### src/hw/rtl/binary_lrat_token_parser_top_defines.svh
// Assertion macros shared by the binary LRAT token parser RTL.
// Included by modules that carry concurrent checks; no other dependencies.
`ifndef BINARY_LRAT_TOKEN_PARSER_TOP_DEFINES_SVH
`define BINARY_LRAT_TOKEN_PARSER_TOP_DEFINES_SVH

// Same-cycle implication, disabled during reset.
`define BLRAT_ASSERT_NOW(lbl, clk, rst_n, ante, cons, msg) \
    lbl: assert property (@(posedge clk) disable iff (!rst_n) (ante) |-> (cons)) \
        else $error(msg);

// Next-cycle implication, disabled during reset.
`define BLRAT_ASSERT_NEXT(lbl, clk, rst_n, ante, cons, msg) \
    lbl: assert property (@(posedge clk) disable iff (!rst_n) (ante) |=> (cons)) \
        else $error(msg);

`endif

### src/hw/rtl/blrat_pkg.sv
// Types and constants for the binary LRAT token parser.
// No dependencies; imported by blrat_decode and binary_lrat_token_parser_top.
`default_nettype none

package blrat_pkg;

    localparam logic [7:0]  OP_ADD     = 8'h61;  // 'a'
    localparam logic [7:0]  OP_DEL     = 8'h64;  // 'd'
    localparam logic [31:0] ID_MAX     = 32'h7FFF_FFFF;
    localparam logic [2:0]  SHIFT_LAST = 3'd4;   // fifth varint byte

    typedef enum logic [1:0] {
        PH_OP    = 2'd0,
        PH_ID    = 2'd1,
        PH_LITS  = 2'd2,
        PH_HINTS = 2'd3
    } phase_t;

    typedef enum logic [2:0] {
        TK_ADD_ID   = 3'd0,
        TK_LITERAL  = 3'd1,
        TK_HINT_ID  = 3'd2,
        TK_DEL_ID   = 3'd3,
        TK_END_LITS = 3'd4,
        TK_END_LINE = 3'd5,
        TK_ERROR    = 3'd6
    } token_kind_t;

    typedef enum logic [1:0] {
        ERR_NONE     = 2'd0,
        ERR_BAD_OP   = 2'd1,
        ERR_ID_OVF   = 2'd2,
        ERR_TOO_LONG = 2'd3
    } err_code_t;

    typedef struct packed {
        phase_t      phase;
        logic        is_add;
        logic [31:0] acc;
        logic [2:0]  shift_cnt;
        err_code_t   err;
    } blrat_state_t;

    typedef struct packed {
        token_kind_t  kind;
        logic [31:0]  value;
        logic         is_add;
        err_code_t    err;
    } blrat_token_t;

endpackage

`default_nettype wire

### src/hw/rtl/blrat_decode.sv
// Combinational byte decoder: parser state plus one byte to next state and token.
// Depends on blrat_pkg.
`default_nettype none

module blrat_decode
(
    input  wire logic [7:0]             in_byte,
    input  wire blrat_pkg::blrat_state_t state,
    output blrat_pkg::blrat_state_t     state_next,
    output logic                        emit,
    output blrat_pkg::blrat_token_t     token
);

    import blrat_pkg::*;

    logic [31:0] acc_part;
    logic [31:0] raw;
    logic [30:0] mag;
    logic [31:0] sval;
    logic        too_long;

    // Place this byte's value bits at the current group position.
    always_comb
    begin
        case (state.shift_cnt)
            3'd0:    acc_part = {25'd0, in_byte[6:0]};
            3'd1:    acc_part = {18'd0, in_byte[6:0], 7'd0};
            3'd2:    acc_part = {11'd0, in_byte[6:0], 14'd0};
            3'd3:    acc_part = {4'd0, in_byte[6:0], 21'd0};
            default: acc_part = {in_byte[3:0], 28'd0};
        endcase
    end

    assign too_long = (state.shift_cnt >= SHIFT_LAST) && (in_byte[7:4] != 4'd0);
    assign raw      = state.acc | acc_part;
    assign mag      = raw[31:1];
    // Sign lives in the low bit.
    assign sval     = raw[0] ? (32'd0 - {1'b0, mag}) : {1'b0, mag};

    always_comb
    begin
        state_next   = state;
        emit         = 1'b0;
        token.kind   = TK_ADD_ID;
        token.value  = 32'd0;
        token.is_add = state.is_add;
        token.err    = ERR_NONE;

        if (state.err == ERR_NONE)
        begin
            unique case (state.phase)
                PH_OP:
                begin
                    state_next.acc       = 32'd0;
                    state_next.shift_cnt = 3'd0;
                    if (in_byte == OP_ADD)
                    begin
                        state_next.is_add = 1'b1;
                        state_next.phase  = PH_ID;
                    end
                    else if (in_byte == OP_DEL)
                    begin
                        state_next.is_add = 1'b0;
                        state_next.phase  = PH_HINTS;
                    end
                    else
                    begin
                        state_next.err = ERR_BAD_OP;
                        emit           = 1'b1;
                        token.kind     = TK_ERROR;
                        token.is_add   = 1'b0;
                        token.err      = ERR_BAD_OP;
                    end
                end
                default:
                begin
                    if (too_long)
                    begin
                        state_next.err = ERR_TOO_LONG;
                        emit           = 1'b1;
                        token.kind     = TK_ERROR;
                        token.is_add   = 1'b0;
                        token.err      = ERR_TOO_LONG;
                    end
                    else if (in_byte[7])
                    begin
                        state_next.acc       = raw;
                        state_next.shift_cnt = state.shift_cnt + 3'd1;
                    end
                    else
                    begin
                        state_next.acc       = 32'd0;
                        state_next.shift_cnt = 3'd0;
                        emit                 = 1'b1;
                        if (state.phase == PH_ID)
                        begin
                            if (raw > ID_MAX)
                            begin
                                state_next.err = ERR_ID_OVF;
                                token.kind     = TK_ERROR;
                                token.is_add   = 1'b0;
                                token.err      = ERR_ID_OVF;
                            end
                            else
                            begin
                                state_next.phase = PH_LITS;
                                token.kind       = TK_ADD_ID;
                                token.value      = raw;
                            end
                        end
                        else if (state.phase == PH_LITS)
                        begin
                            if (mag == 31'd0)
                            begin
                                state_next.phase = PH_HINTS;
                                token.kind       = TK_END_LITS;
                            end
                            else
                            begin
                                token.kind  = TK_LITERAL;
                                token.value = sval;
                            end
                        end
                        else
                        begin
                            if (mag == 31'd0)
                            begin
                                state_next.phase = PH_OP;
                                token.kind       = TK_END_LINE;
                            end
                            else
                            begin
                                token.kind  = state.is_add ? TK_HINT_ID : TK_DEL_ID;
                                token.value = sval;
                            end
                        end
                    end
                end
            endcase
        end
    end

endmodule

`default_nettype wire

### src/hw/rtl/binary_lrat_token_parser_top.sv
// Binary LRAT token parser: byte stream in, a token per completed number or error out.
// Depends on blrat_pkg, blrat_decode and binary_lrat_token_parser_top_defines.svh.
//
//   channel | direction | handshake        | payload
//   in      | request in  | in_valid/in_stall  | in_byte
//   out     | request out | out_valid/out_stall| token_kind, token_value,
//           |             |                    | line_is_addition, error_code
//
// One byte per cycle unless in_stall; each byte and its token are registered in turn.
// The input register feeds the decoder and parser state; the result register
// parts the output handshake, so a byte that yields no token never waits on it.
// Reset clears all parser state; errors stay latched until the next reset.
// in_stall rises only while the input register holds a byte whose token cannot
// yet enter a full, stalled result register.
`default_nettype none
`include "binary_lrat_token_parser_top_defines.svh"

module binary_lrat_token_parser_top
(
    input  wire logic               clk,
    input  wire logic               rst_n,
    input  wire logic               in_valid,
    output logic                    in_stall,
    input  wire logic [7:0]         in_byte,
    output logic                    out_valid,
    input  wire logic               out_stall,
    output logic [2:0]              token_kind,
    output logic signed [31:0]      token_value,
    output logic                    line_is_addition,
    output logic [1:0]              error_code
);

    import blrat_pkg::*;

    logic          stage_vld_reg;
    logic          stage_vld_next;
    logic [7:0]    byte_reg;
    blrat_state_t  state_reg;
    blrat_state_t  state_next;
    logic          emit;
    blrat_token_t  token;
    logic          stage_adv;
    logic          in_acc;
    logic          out_vld_reg;
    logic          out_vld_next;
    blrat_token_t  out_tok_reg;

    blrat_decode u_decode
    (
        .in_byte    (byte_reg),
        .state      (state_reg),
        .state_next (state_next),
        .emit       (emit),
        .token      (token)
    );

    // Advance when the byte makes no token or the result register frees up.
    assign stage_adv = stage_vld_reg && (!emit || !out_vld_reg || !out_stall);
    assign in_stall  = stage_vld_reg && !stage_adv;
    assign in_acc    = in_valid && !in_stall;

    always_comb
    begin
        stage_vld_next = stage_vld_reg;
        if (in_acc)
        begin
            stage_vld_next = 1'b1;
        end
        else if (stage_adv)
        begin
            stage_vld_next = 1'b0;
        end
    end

    always_comb
    begin
        out_vld_next = out_vld_reg;
        if (stage_adv && emit)
        begin
            out_vld_next = 1'b1;
        end
        else if (!out_stall)
        begin
            out_vld_next = 1'b0;
        end
    end

    always_ff @(posedge clk or negedge rst_n)
    begin
        if (!rst_n)
        begin
            stage_vld_reg       <= 1'b0;
            out_vld_reg         <= 1'b0;
            state_reg.phase     <= PH_OP;
            state_reg.is_add    <= 1'b0;
            state_reg.acc       <= 32'd0;
            state_reg.shift_cnt <= 3'd0;
            state_reg.err       <= ERR_NONE;
        end
        else
        begin
            stage_vld_reg <= stage_vld_next;
            out_vld_reg   <= out_vld_next;
            if (stage_adv)
            begin
                state_reg <= state_next;
            end
        end
    end

    always_ff @(posedge clk)
    begin
        if (in_acc)
        begin
            byte_reg <= in_byte;
        end
        if (stage_adv && emit)
        begin
            out_tok_reg <= token;
        end
    end

    assign out_valid        = out_vld_reg;
    assign token_kind       = out_tok_reg.kind;
    assign token_value      = out_tok_reg.value;
    assign line_is_addition = out_tok_reg.is_add;
    assign error_code       = out_tok_reg.err;

    `BLRAT_ASSERT_NEXT(a_err_sticky, clk, rst_n, state_reg.err != ERR_NONE,
        state_reg.err == $past(state_reg.err), "latched error changed")

    `BLRAT_ASSERT_NOW(a_shift_bound, clk, rst_n, 1'b1,
        state_reg.shift_cnt <= SHIFT_LAST, "varint byte count overran")

    `BLRAT_ASSERT_NOW(a_op_clean, clk, rst_n,
        state_reg.phase == PH_OP && state_reg.err == ERR_NONE,
        state_reg.acc == 32'd0 && state_reg.shift_cnt == 3'd0,
        "accumulator not clear at line start")

    `BLRAT_ASSERT_NOW(a_err_token, clk, rst_n, out_vld_reg,
        (out_tok_reg.kind == TK_ERROR) == (out_tok_reg.err != ERR_NONE),
        "error code does not match token kind")

endmodule

`default_nettype wire

### config.mk
export PLATFORM = sky130hd
export DESIGN_NAME = binary_lrat_token_parser_top
export DESIGN_NICKNAME = d
export VERILOG_FILES = /design/src/hw/rtl/blrat_pkg.sv /design/src/hw/rtl/blrat_decode.sv /design/src/hw/rtl/binary_lrat_token_parser_top.sv
export VERILOG_INCLUDE_DIRS = /design/src /design/src/hw/rtl
export SDC_FILE = /design/constraint.sdc
export NUM_CORES = 1
export LEC_CHECK = 0
export ABC_AREA = 1
export BUFFER_PORTS_ARGS = -buffer_cell sky130_fd_sc_hd__buf_4
export CAP_MARGIN = 20
export CORE_MARGIN = 3
export CORE_UTILIZATION = 50
export CTS_CLUSTER_SIZE = 10
export DETAILED_ROUTE_END_ITERATION = 8
export PLACE_DENSITY = 0.8
export SLEW_MARGIN = 20
export SYNTH_ARGS = -nofsm -noshare
export SYNTH_HDL_FRONTEND = slang
export SYNTH_HIERARCHICAL = 1
export SYNTH_SLANG_ARGS = --single-unit
### constraint.sdc
create_clock -name clk -period 3.6 [get_ports clk]
set_clock_uncertainty 0.05 [all_clocks]
set_input_delay 0.72 -clock clk [delete_from_list [all_inputs] [get_ports clk]]
set_output_delay 0.72 -clock clk [all_outputs]
set_load 0.01 [all_outputs]
==> flow_summary.yaml, run 1 <==
run_status:
  status: "completed"
clock_network:
  cts.sinks: 88
  clk_pin_slew_ps: 60
  cts_tree: "yes"
  root_buffer: "clkbuf_16"
  cts_made_buffers: 9
  htree_levels: 3
  clock_latency_ps: 340
  clock_path_buffers: 2
synth:
  ys.warnings.count: 6
  syn_area_per_cell_um2: 7.38
  synth-edff-count: 46
  ys_ff_latch: 88
  yosysMostFrequentCell: "nand2_1"
  seq_area_frac_synth: 0.425
  async_flop_share: 0.477
  ys.flop_type: "edfxtp_1"
  netlist_instances: 775
  synth_area_mm2: 0.00572
  ys_types: 37
  syn_nets: 793
  synth_top_cells_by_count: "212 x nand2_1, 101 x nand3_1, 82 x inv_1, 66 x nor2_1, 60 x a21oi_1"
  netlist.top_cell.by_area: "edfxtp_1"
  yosysTopAreaCellShare: 0.241
  synth_area_leaders: "edfxtp_1 24%, dfrtp_1 18%, nand2_1 14%, nand3_1 8.8%, inv_1 5.4%"
timing:
  setup-violations-final: 0
  worst_pin_slew_ps: 793
  period_share: 0.899
  fin_crit_ps: 3240
  maxSlewHeadroom: 0.466
  finalMaxSlewViolations: 0
  setup_slack_ps: 363
  fin_setup_tns_ps: 0
  hold_viol_final: 0
  hold_slack_ps: 309
  max_freq_mhz: 309
  rsz0062_at_grt: "no"
cells_and_area:
  fin_nets: 829
  syn_to_final_growth_pct: 13.7
  largest_reg_flops: 40
  n_antenna_cell: 0
  drive_gt1_frac: 0.154
  fin_util: 0.590
worst_setup_path:
  rr_startpoint: "state_reg[4]"
  cp.required_ps: 2830
  crit_path_start_kind: "flip-flop"
  crit_start: "byte_reg[7]"
  worstSetupPathType: "reg2out"
  worst_r2r_path_depth: 10
  crit_path_end_kind: "primary output"
  timing.reg2reg.setup_slack_ps: 380
  critPathCapture: "in_stall"
  critPathMaxFanout: 7
  r2r-end: "token_value[22]"
  crit_arrival_ps: 2470
floorplanning:
  fp.coreArea_mm2: 0.0110
  die_w_um: 113
  fp.dieH_um: 113
  start_util: 0.519
  rows: 38
  die-area_mm2: 0.0128
  ios: 52
worst_hold_path:
  min_path_type: "in2async"
pwr:
  pwr_density_cell_mw_per_mm2: 900
  power.leakage_nw: 3.06
  vdd_drop_max_v: 0.000638
  power_mw: 5.85
routing:
  viasPerCell: 5.67
  antenna_left: 0
  route.detailed.drc: 0
  drt_iter0_markers: 623
  drt-pass1-iter-count: 6
  num_vias: 5423
  wl_mm: 14.9
  wl_per_cell_um: 15.6
global_routing:
  grtUsageTotal: 0.241
  grt_pass1_wl_mm: 25.0
  grt_pass1_vias: 4938
  antenna_found_initial: 0
  grt_start_max_net_pins: 43
  gr-total-overflow: 0
flow_run:
  max_cap_viol_count: 0
placed_design:
  port_buffers: 51
  hpwl_mm: 10.4
  place_congestion: 0.926
  dp_slack_ps: 524
[layout by cell type (no fill, tap or decap), types with 4 or more instances in the layout]
cell type	count
o21ai_0	17
nor2_2	6
nor2_1	65
nand3_2	11
edfxtp_1	46
xor2_1	12
nand2_1	212
ha_1	6
nand2_2	8
a221oi_1	9
xnor2_1	5
nand3_1	101
or2_2	4
a21oi_1	59
inv_2	7
dfrtp_1	42
inv_1	82
o21ai_1	6
nor3_1	6
nand4_1	9
clkbuf_16	9
buf_4	66
[power by group]
part           internal [mW]  switching, mW  total [mW]
combinational           1.08           2.21        3.29
sequential              1.42          0.149        1.56
clock                  0.627          0.375        1.00
[metrics by stage]
stage                     cells  area (um^2)
after floorplan             775         5720
after global placement      938         6160
after detailed placement    938         6160
after CTS                   954         6480
after global routing        956         6500
final                       956         6500
[worst max-delay path, cell delays in order, from the launching register on]
cell	delay (ps)
edfxtp_1	440
inv_1	210
nand4_1	110
inv_1	90
nand4_1	90
or2_2	300
nand3_1	110
a21oi_1	80
inv_1	130
o21ai_0	200
nand3_4	160
nor2_1	60
buf_4	140
[repair_timing]
item / 4_1_cts / 5_1_grt
setup endpoints to repair: 0 / 1
hold buffers: 0 / 0
setup buffers: 0 / 2
resized for setup: 0 / 2
[layout make-up]
class / count / area, um^2
clock inverter: 3 / 65.1
sequential: 88 / 2430
clock buffer: 13 / 250
tap: 140 / 175
inverter: 90 / 340
multi-input combinational: 556 / 2750
fill: 1003 / 4530
timing repair buffer: 66 / 495
[per-layer routing]
metal	part of all wire	track usage	vias to the layer above
met5	0	0	-
met4	0.015	0.0585	0
met3	0.10	0.0412	26
met2	0.45	0.365	294
met1	0.44	0.363	2499
li1	-	-	2604
[kinds of logic after synthesis]
| kind of cell | Yosys count | synth area share |
|---|---|---|
| buf+inv | 131 | 0.0975 |
| fa+ha+maj | 6 | 0.0131 |
| flops | 88 | 0.425 |
| compound gates | 102 | 0.0999 |
| xor+xnor | 17 | 0.0260 |
| simple gates | 431 | 0.338 |
[how the worst min path moves through the flow]
stage / startpoint / endpoint / slack [ps]
2_1_floorplan: rst_n / out_valid / 370
3_3_place_gp: state_reg[14] / state_reg[14] / 400
3_5_place_dp: state_reg[5] / state_reg[5] / 410
4_1_cts: rst_n / state_reg[0] / 340
5_1_grt: rst_n / state_reg[28] / 350
6_report: rst_n / state_reg[0] / 310
Power figures use the tool's default switching activity.
==> run 2, diff against run 1 <==
- RECOVER_POWER: not set -> 100
==> run 2 against run 1 <==
The run now ends with max-capacitance violations, max-slew violations left. Core utilization down 1.9 points. Fmax down 1.5%. Worst hold slack better by 110 ps. Critical path depth up 5. Highest routed layer unchanged.
==> flow_summary.yaml, run 2 (synthesis results as in run 1) <==
placed_design:
  port_buffers: 51
  dp_slack_ps: 524
  place_congestion: 0.926
  hpwl_mm: 10.4
timing:
  rsz0062_at_grt: "no"
  setup-violations-final: 0
  finalMaxSlewViolations: 43
  period_share: 0.913
  setup_slack_ps: 312
  fin_crit_ps: 3290
  hold_viol_final: 0
  maxSlewHeadroom: -0.532
  fin_setup_tns_ps: 0
  worst_pin_slew_ps: 2300
  max_freq_mhz: 304
worst_setup_path:
  r2r-end: "token_value[20]"
  rr_startpoint: "state_reg[2]"
  crit_path_end_kind: "flip-flop"
  critPathCapture: "token_value[20]"
  crit_arrival_ps: 3320
  crit_start: "state_reg[2]"
  worstSetupPathType: "reg2reg"
  critPathMaxFanout: 26
  cp.required_ps: 3630
  timing.reg2reg.setup_slack_ps: 310
  crit_path_start_kind: "flip-flop"
  worst_r2r_path_depth: 17
floorplanning:
  rows: 38
  ios: 52
  start_util: 0.519
  fp.coreArea_mm2: 0.0110
  fp.dieH_um: 113
  die-area_mm2: 0.0128
  die_w_um: 113
global_routing:
  antenna_found_initial: 0
  gr-total-overflow: 0
  grt_start_max_net_pins: 43
  grt_pass1_wl_mm: 25.0
  grtUsageTotal: 0.241
  grt_pass1_vias: 4938
routing:
  viasPerCell: 5.62
  wl_mm: 15.0
  wl_per_cell_um: 15.6
  num_vias: 5370
  route.detailed.drc: 0
  drt-pass1-iter-count: 6
  antenna_left: 0
  drt_iter0_markers: 603
pwr:
  vdd_drop_max_v: 0.000613
  pwr_density_cell_mw_per_mm2: 905
  power.leakage_nw: 2.89
cells_and_area:
  n_antenna_cell: 0
  syn_to_final_growth_pct: 10.0
  drive_gt1_frac: 0.0907
  fin_nets: 829
  largest_reg_flops: 40
  final_common_cell: "nand2_1"
  layout_common_cells: "213 x nand2_1, 108 x nand3_1, 83 x inv_1"
run_status:
  violations: "max-capacitance violations, max-slew violations"
  status: "finished with violations"
clock_network:
  root_buffer: "clkbuf_16"
  cts.sinks: 88
  cts_tree: "yes"
  htree_levels: 3
  clock_latency_ps: 340
  clock_path_buffers: 2
  clk_pin_slew_ps: 60
  cts_made_buffers: 9
worst_hold_path:
  whs_path_depth: 2
  min_path_type: "reg2reg"
flow_run:
  max_cap_viol_count: 1
==> run 2: cell count changes in the layout (fill, tap and decap cells not counted), sizes merged <==
cell,change
buf,-51
clkbuf,+51
==> run 2: timing repair <==
item,CTS,global route
hold buffers,0,0
buffers inserted,0,2
setup endpoints to repair,0,1
endpoints found under the hold margin,0,0
gates resized for setup,0,2
==> run 2: power by group <==
part | leakage (nW) | internal, mW | switching, mW | total [mW]
Sequential | 1.00 | 1.42 | 0.147 | 1.56
Combinational | 1.73 | 0.962 | 2.18 | 3.14
Clock | 0.154 | 0.627 | 0.369 | 0.996
==> run 2: worst max-delay path, cell delays in order (launching register included) <==
cell and delay, ps:
dfrtp_1 440, inv_1 110, ha_1 300, nand2_1 170, o21ai_0 160, inv_1 140
ha_1 150, inv_1 50, nor2_1 90, nand2_1 70, nor2_1 280, nand3_1 210
nor2_4 160, nand3_2 140, nand2_4 170, inv_4 140, nand3b_1 120, a21oi_1 70
==> run 2: final cells by class <==
cell class,count,area [um^2]
fill,1042,4730
multi-input combinational,556,2700
sequential,88,2430
inverter,90,340
timing repair buffer,66,337
clock buffer,13,250
tap,140,175
clock inverter,3,65.1
==> run 2: how the worst min path moves through the flow <==
stage,to,from,slack (ps)
global placement,state_reg[14],state_reg[14],400
floorplan,out_valid,rst_n,370
CTS,state_reg[0],rst_n,340
detailed placement,state_reg[5],state_reg[5],410
global route,state_reg[18],state_reg[18],440
finish,state_reg[15],state_reg[15],420
==> run 2: routing by layer <==
layer,wire length (um),global-route usage,share of wire
met1,6630,0.363,0.44
met2,6690,0.365,0.45
met3,1460,0.0412,0.098
met4,171,0.0585,0.011
met5,0,0,0
==> run 2: metrics by stage <==
stage	cells	area, um^2	hold WS (ps)	util	power [mW]
finish	956	6300	420	0.571	5.70
floorplan	775	5720	374	-	3.95
detailed placement	938	6160	409	0.559	4.76
global placement	938	6160	404	0.559	4.71
CTS	954	6480	337	0.587	5.79
global route	956	6300	439	0.571	6.16
